## config.mk

```make
export PLATFORM = sky130hd
export DESIGN_NAME = ax25_address_header_parser_unit
export DESIGN_NICKNAME = d
export VERILOG_FILES = /design/src/ax25ahp_pkg.sv /design/src/ax25ahp_decode.sv /design/src/ax25ahp_unit.sv
export SDC_FILE = /design/constraint.sdc
export NUM_CORES = 1
export LEC_CHECK = 0
export BUFFER_PORTS_ARGS = -buffer_cell sky130_fd_sc_hd__buf_2
export CAP_MARGIN = 20
export CORE_ASPECT_RATIO = 1.75
export CORE_MARGIN = 2
export CORE_UTILIZATION = 45
export CTS_CLUSTER_SIZE = 25
export DETAILED_ROUTE_END_ITERATION = 12
export GPL_ROUTABILITY_DRIVEN = 0
export PLACE_DENSITY = 0.62
export SLEW_MARGIN = 40
export SYNTH_ARGS = -nofsm -noshare
export SYNTH_HDL_FRONTEND = slang
export SYNTH_SLANG_ARGS = --single-unit
```

## constraint.sdc

```tcl
create_clock -name clk -period 6.1 [get_ports clk]
set_input_delay 0.915 -clock clk [delete_from_list [all_inputs] [get_ports clk]]
set_output_delay 0.915 -clock clk [all_outputs]
set_load 0.02 [all_outputs]
```

## src/ax25ahp_pkg.sv

```systemverilog
// Package for the AX.25 address header parser.
// Holds the word types, parse state, status codes and constants shared by all files.
// No dependencies.
`default_nettype none

package ax25ahp_pkg;

    localparam int ADDRESS_BYTES = 7;
    localparam int POS_W         = 3;
    localparam int COUNT_W       = 4;
    localparam logic [COUNT_W-1:0] MAX_DIGIS = COUNT_W'(8);
    localparam logic [POS_W-1:0]   SSID_POS  = POS_W'(ADDRESS_BYTES - 1);

    typedef enum logic [1:0] {
        PH_IDLE,
        PH_DEST,
        PH_SRC,
        PH_DIGI
    } phase_t;

    typedef enum logic [1:0] {
        ST_OK,
        ST_TRUNC,
        ST_TOOMANY
    } status_t;

    typedef enum logic [1:0] {
        CR_UNKNOWN,
        CR_COMMAND,
        CR_RESPONSE
    } cmd_resp_t;

    typedef struct packed {
        logic [7:0] data_byte;
        logic       frame_start;
        logic       frame_last;
    } byte_word_t;

    typedef struct packed {
        status_t            status;
        cmd_resp_t          command_response;
        logic [COUNT_W-1:0] digi_total;
        logic [COUNT_W-1:0] repeated_total;
        logic [COUNT_W-1:0] address_total;
    } hdr_word_t;

    typedef struct packed {
        logic [POS_W-1:0]   byte_position;
        phase_t             parse_phase;
        logic               dest_c_bit;
        cmd_resp_t          cmd_resp_held;
        logic [COUNT_W-1:0] digi_counter;
        logic [COUNT_W-1:0] repeated_counter;
    } parse_state_t;

endpackage

`default_nettype wire

```

## src/ax25ahp_decode.sv

```systemverilog
// Per-byte decode step of the AX.25 address header parser.
// Computes the next parse state and the optional header result from one byte.
// Depends on ax25ahp_pkg.
`default_nettype none

module ax25ahp_decode (
    input  wire ax25ahp_pkg::parse_state_t st,
    input  wire ax25ahp_pkg::byte_word_t   word,
    output ax25ahp_pkg::parse_state_t      st_next,
    output logic                           emit,
    output ax25ahp_pkg::hdr_word_t         result
);

    always_comb
    begin
        ax25ahp_pkg::parse_state_t s;
        ax25ahp_pkg::status_t      status;
        logic                      ssid;
        logic                      cbit;
        logic                      ebit;

        cbit   = word.data_byte[7];
        ebit   = word.data_byte[0];
        emit   = 1'b0;
        status = ax25ahp_pkg::ST_OK;
        s      = st;

        if (word.frame_start)
        begin
            s.byte_position    = '0;
            s.dest_c_bit       = 1'b0;
            s.cmd_resp_held    = ax25ahp_pkg::CR_UNKNOWN;
            s.digi_counter     = '0;
            s.repeated_counter = '0;
            s.parse_phase      = ax25ahp_pkg::PH_DEST;
        end

        ssid = 1'b0;
        if (s.parse_phase != ax25ahp_pkg::PH_IDLE)
        begin
            ssid = (s.byte_position >= ax25ahp_pkg::SSID_POS);
            if (ssid)
            begin
                s.byte_position = '0;
            end
            else
            begin
                s.byte_position = s.byte_position + ax25ahp_pkg::POS_W'(1);
            end

            if (ssid)
            begin
                case (s.parse_phase)
                    ax25ahp_pkg::PH_DEST:
                    begin
                        s.dest_c_bit  = cbit;
                        s.parse_phase = ax25ahp_pkg::PH_SRC;
                    end
                    ax25ahp_pkg::PH_SRC:
                    begin
                        if (cbit == s.dest_c_bit)
                        begin
                            s.cmd_resp_held = ax25ahp_pkg::CR_UNKNOWN;
                        end
                        else if (cbit)
                        begin
                            s.cmd_resp_held = ax25ahp_pkg::CR_RESPONSE;
                        end
                        else
                        begin
                            s.cmd_resp_held = ax25ahp_pkg::CR_COMMAND;
                        end
                        if (ebit)
                        begin
                            emit = 1'b1;
                        end
                        else
                        begin
                            s.parse_phase = ax25ahp_pkg::PH_DIGI;
                        end
                    end
                    default:
                    begin
                        s.digi_counter = s.digi_counter + ax25ahp_pkg::COUNT_W'(1);
                        if (cbit)
                        begin
                            s.repeated_counter = s.repeated_counter
                                               + ax25ahp_pkg::COUNT_W'(1);
                        end
                        if (ebit)
                        begin
                            emit = 1'b1;
                        end
                        else if (s.digi_counter >= ax25ahp_pkg::MAX_DIGIS)
                        begin
                            emit   = 1'b1;
                            status = ax25ahp_pkg::ST_TOOMANY;
                        end
                    end
                endcase
            end

            if (!emit && word.frame_last)
            begin
                emit   = 1'b1;
                status = ax25ahp_pkg::ST_TRUNC;
            end
        end

        result.status           = status;
        result.command_response = s.cmd_resp_held;
        result.digi_total       = s.digi_counter;
        result.repeated_total   = s.repeated_counter;
        result.address_total    = (status == ax25ahp_pkg::ST_OK)
                                ? s.digi_counter + ax25ahp_pkg::COUNT_W'(2) : '0;

        if (emit)
        begin
            s.parse_phase = ax25ahp_pkg::PH_IDLE;
        end
        st_next = s;
    end

endmodule

`default_nettype wire

```

## src/ax25ahp_unit.sv

```systemverilog
// Top level of the AX.25 address header parser.
// Input register, decode step and result register; instantiates ax25ahp_decode.
// Depends on ax25ahp_pkg.
//
// Channel    Handshake              Word
// byte       byte_valid/byte_stall  byte_word (data_byte, frame_start, frame_last)
// hdr        hdr_valid/hdr_stall    hdr_word (status, counts, command_response)
//
// One byte is accepted per cycle while byte_stall is low.
// The input register feeds the decode step, whose result lands in the output register.
// A stalled result holds the output register and, behind it, the input register.
// Reset clears the parse state to idle and empties both registers.
`default_nettype none

module ax25_address_header_parser_unit (
    input  wire logic                   clk,
    input  wire logic                   rst_n,
    input  wire logic                   byte_valid,
    output logic                        byte_stall,
    input  wire ax25ahp_pkg::byte_word_t byte_word,
    output logic                        hdr_valid,
    input  wire logic                   hdr_stall,
    output ax25ahp_pkg::hdr_word_t      hdr_word
);

    logic                      in_valid_reg;
    ax25ahp_pkg::byte_word_t   in_word_reg;
    ax25ahp_pkg::parse_state_t state_reg;
    ax25ahp_pkg::parse_state_t state_next;
    logic                      out_valid_reg;
    ax25ahp_pkg::hdr_word_t    out_word_reg;
    logic                      emit;
    ax25ahp_pkg::hdr_word_t    result;
    logic                      out_free;
    logic                      advance;

    ax25ahp_decode u_decode (
        .st      (state_reg),
        .word    (in_word_reg),
        .st_next (state_next),
        .emit    (emit),
        .result  (result)
    );

    assign out_free   = !out_valid_reg || !hdr_stall;
    assign advance    = in_valid_reg && out_free;
    assign byte_stall = in_valid_reg && !out_free;
    assign hdr_valid  = out_valid_reg;
    assign hdr_word   = out_word_reg;

    always_ff @(posedge clk or negedge rst_n)
    begin
        if (!rst_n)
        begin
            in_valid_reg  <= 1'b0;
            out_valid_reg <= 1'b0;
            state_reg     <= '{byte_position: '0, parse_phase: ax25ahp_pkg::PH_IDLE,
                               dest_c_bit: 1'b0, cmd_resp_held: ax25ahp_pkg::CR_UNKNOWN,
                               digi_counter: '0, repeated_counter: '0};
        end
        else
        begin
            if (!byte_stall)
            begin
                in_valid_reg <= byte_valid;
            end
            if (advance)
            begin
                state_reg <= state_next;
            end
            if (out_free)
            begin
                out_valid_reg <= advance && emit;
            end
        end
    end

    always_ff @(posedge clk)
    begin
        if (byte_valid && !byte_stall)
        begin
            in_word_reg <= byte_word;
        end
        if (advance && emit)
        begin
            out_word_reg <= result;
        end
    end

    a_ok_count: assert property (@(posedge clk) disable iff (!rst_n)
        (out_valid_reg && out_word_reg.status == ax25ahp_pkg::ST_OK)
        |-> (out_word_reg.address_total
             == out_word_reg.digi_total + ax25ahp_pkg::COUNT_W'(2)))
        else $error("successful header with inconsistent address count");

    a_err_count: assert property (@(posedge clk) disable iff (!rst_n)
        (out_valid_reg && out_word_reg.status != ax25ahp_pkg::ST_OK)
        |-> (out_word_reg.address_total == '0))
        else $error("failed header with nonzero address count");

    a_rep_le_digi: assert property (@(posedge clk) disable iff (!rst_n)
        state_reg.repeated_counter <= state_reg.digi_counter)
        else $error("repeated count exceeds digipeater count");

    a_digi_max: assert property (@(posedge clk) disable iff (!rst_n)
        state_reg.digi_counter <= ax25ahp_pkg::MAX_DIGIS)
        else $error("digipeater count above limit");

    a_stall_hold: assert property (@(posedge clk) disable iff (!rst_n)
        byte_stall |=> in_valid_reg && $stable(in_word_reg))
        else $error("input register changed while stalled");

endmodule

`default_nettype wire

```

==> run_results.csv <==
group,metric,value,unit
power_and_ir_drop,peakVddDrop,0.182,mV
setup_path,cp_max_fo,28,
layout,syn2layout_area_growth,13.1,%
power_and_ir_drop,switching_share,0.291,
setup_path,worst_r2r_endpoint,"hdr_word[2]",
logic_synthesis,synth_mux_area_frac,0.0504,
timing,setup_viol,0,
floorplanning,core_area,4150,sq um
layout,drive_above_1_share,0.226,
power_and_ir_drop,comb_power_share,0.181,
setup_path,start_kind,"flop",
routing,routed_wl,3.71,mm
logic_synthesis,synth_top_family_by_area,"simple AND/OR/NAND/NOR gates",
routing,ant_nets,0,
layout,nets,228,
placed_design,placed_area,2110,sq um
logic_synthesis,synth_fa_ha_area_frac,0.0452,
power_and_ir_drop,clockPowerShare,0.280,
cts,cts_setup_buffers,0,
global_routing,grt_max_degree,29,
setup_path,max_stage_delay,430,ps
setup_path,reg2regPathDepth,8,
setup_path,cp_common_cell,"ha_1",
cts,h-tree-depth,2,
timing,hold_viol,0,
floorplanning,rows,31,
logic_synthesis,syn_area_per_cell,10.8,sq um
cts,cts_root_buf,"clkbuf_8",
routing,vias,1400,
logic_synthesis,synth-async-reset-ratio,0.474,
power_and_ir_drop,p_int,0.414,mW
timing,finalWorstSetupSlack,3170,ps
routing,wire_per_inst,14.4,um
logic_synthesis,ys_seq_area_frac,0.543,
placed_design,place_ws,3200,ps
cts,clkSinkCount,38,
timing,tightest_slew,541,ps
logic_synthesis,synth-compound-area-share,0.0995,
logic_synthesis,netlist_instances,180,
cts,path_clk_slew,70,ps
placed_design,io_buffers,25,
logic_synthesis,ys_top_cells_by_area,"edfxtp_1 (31%), dfrtp_1 (23%), ha_1 (4.5%)",
setup_path,cp-endpoint,"hdr_word[2]",
floorplanning,start_util,0.466,
logic_synthesis,synth_edf_count,20,
routing,first_iter_violations,47,
hold_path,min_from,"state_reg[12]",
timing,finalSetupTns,0,ps
routing,remaining_drc_errors,0,
logic_synthesis,synth_simple_gate_area_frac,0.206,
floorplanning,die_area,4860,sq um
power_and_ir_drop,power.switching,0.170,mW
status,status,"finished, final reports clean",
power_and_ir_drop,p_per_area,266,nW/um^2
setup_path,reg2reg_slack,3170,ps
layout,finalInstanceArea,2190,sq um
placed_design,dp.final_hpwl,2.60,mm
timing,min_period_over_period,0.480,
hold_path,hp-class,"reg -> reg",
logic_synthesis,ys_types,34,
global_routing,gr-total-overflow,0,
timing,post-route-min-period,2930,ps
power_and_ir_drop,power_leakage,0.940,nW
global_routing,first_global_vias,1351,
routing,drtPass1Iterations,4,
timing,fmax,342,MHz
logic_synthesis,synth.largest_area_cell,"edfxtp_1",
setup_path,arrival,2970,ps
routing,vias_per_cell,5.45,
floorplanning,pin_count,32,
setup_path,crit_path_top_delay_cell,"mux2_2",
timing,slew_headroom,0.638,
setup_path,cp-startpoint,"in_word_reg[1]",
logic_synthesis,synth_area,1940,sq um
run,max_cap_violations,0,
timing,drv_slew,0,
global_routing,grt_pass1_wl,6.15,mm
power_and_ir_drop,share_seq_of_total_power,0.538,
setup_path,critPathKind,"reg -> reg",
cts,clockBufferDepth,2,
global_routing,grt_util_all_layers,0.173,
floorplanning,fp.dieW,53.6,um
setup_path,cp.required,6140,ps
logic_synthesis,synthFlopType,"edfxtp_1",
setup_path,cp_cell_sequence,"buf_4 > nand2b_1 > ha_1 > nand4bb_4 > nor2_1 > mux2_2 > ha_1 > and3_1",
cts,hold_buffers,0,
global_routing,antenna_found_initial,0,
cts,cts_buffers,5,
layout,diodes,0,
cts,cts_tree,"yes",
logic_synthesis,yosysTopAreaCellShare,0.310,
logic_synthesis,synth_nets,201,
timing,rsz0062_at_grt,"no",
timing,finClkSkew,3.36,ps
logic_synthesis,yosys.area_share.xor_xnor,0.0271,
floorplanning,die_y,90.8,um
setup_path,reg2reg_from,"in_word_reg[1]",
logic_synthesis,synthTopCellsByCount,"edfxtp_1 (20), nand2_1 (20), dfrtp_1 (18), nor2_1 (18), o21ai_0 (16)",
logic_synthesis,yosys_warnings,0,
setup_path,end_kind,"flop",
logic_synthesis,synth.ff_latch_count,38,
cts,post_cts_resized,0,
cts,clock_latency,280,ps
## routing by layer
| metal | wire [um] | global-route usage | vias up |
|---|---|---|---|
| met3 | 146 | 0.0364 | 7 |
| met1 | 1440 | 0.186 | 674 |
| met5 | 0 | 0 | - |
| li1 | - | - | 690 |
| met2 | 2040 | 0.305 | 29 |
| met4 | 84 | 0.0812 | 0 |
## worst min path at each step
stage                     depth (start not counted)       endpoint  slack [ps]
after CTS                                         2  state_reg[12]         500
after global placement                            2  state_reg[11]         460
after floorplan                                   2  state_reg[11]         440
after detailed placement                          2  state_reg[12]         480
after global routing                              2  state_reg[12]         530
final                                             2  state_reg[12]         500
## area by class of cell
type	count	area [sq um]
clock inverters	2	8.76
inverters	5	18.8
well taps	49	61.3
multi-input cells	130	837
flip-flops and latches	38	1050
repair buffers	27	140
fillers	378	1960
clock buffers	6	72.6
## through the flow
| stage | power (mW) | hold WS [ps] | utilization | instances |
|---|---|---|---|---|
| 3_3_place_gp | 0.419 | 459 | 0.507 | 249 |
| 6_report | 0.583 | 502 | 0.528 | 257 |
| 3_5_place_dp | 0.427 | 484 | 0.508 | 249 |
| 4_1_cts | 0.592 | 501 | 0.528 | 257 |
| 5_1_grt | 0.613 | 525 | 0.528 | 257 |
| 2_1_floorplan | 0.396 | 444 | - | 180 |
## critical path: cells and delay by family, from the launching register on
kind / cells / cell delay, ps
adders and majority gates: 2 / 620
DFF: 1 / 360
muxes: 1 / 430
buffers and inverters: 1 / 230
and+or+nand+nor: 4 / 1030
## cells by family after synthesis
family / count (synthesis)
multiplexers: 9
buffers and inverters: 12
adder cells (fa/ha/maj): 7
AND/OR/NAND/NOR: 75
XOR/XNOR: 6
AO/OA/AOI/OAI: 33
flip-flops: 38
## cell usage in the layout (no fill, tap or decap), types with 2 or more instances in the layout
cell and instances:
a21oi_1 9, buf_2 25, buf_4 2, clkbuf_8 5
dfrtp_1 18, edfxtp_1 20, ha_1 7, inv_1 5
mux2_2 6, mux2i_1 3, nand2_1 19, nand2b_1 6
nand3_1 6, nor2_1 18, nor2b_1 9, nor3_1 5
nor4_1 2, o21ai_0 16, o31ai_1 3, xnor2_1 6
## power by group through the flow
stage,Combinational [mW],Clock (mW),Sequential [mW]
4_1_cts,0.107,0.170,0.314
6_report,0.106,0.163,0.314
2_1_floorplan,0.0698,0,0.326
3_3_place_gp,0.102,0,0.317
3_5_place_dp,0.107,0,0.320
5_1_grt,0.118,0.177,0.318
Power figures use the tool's default switching activity.
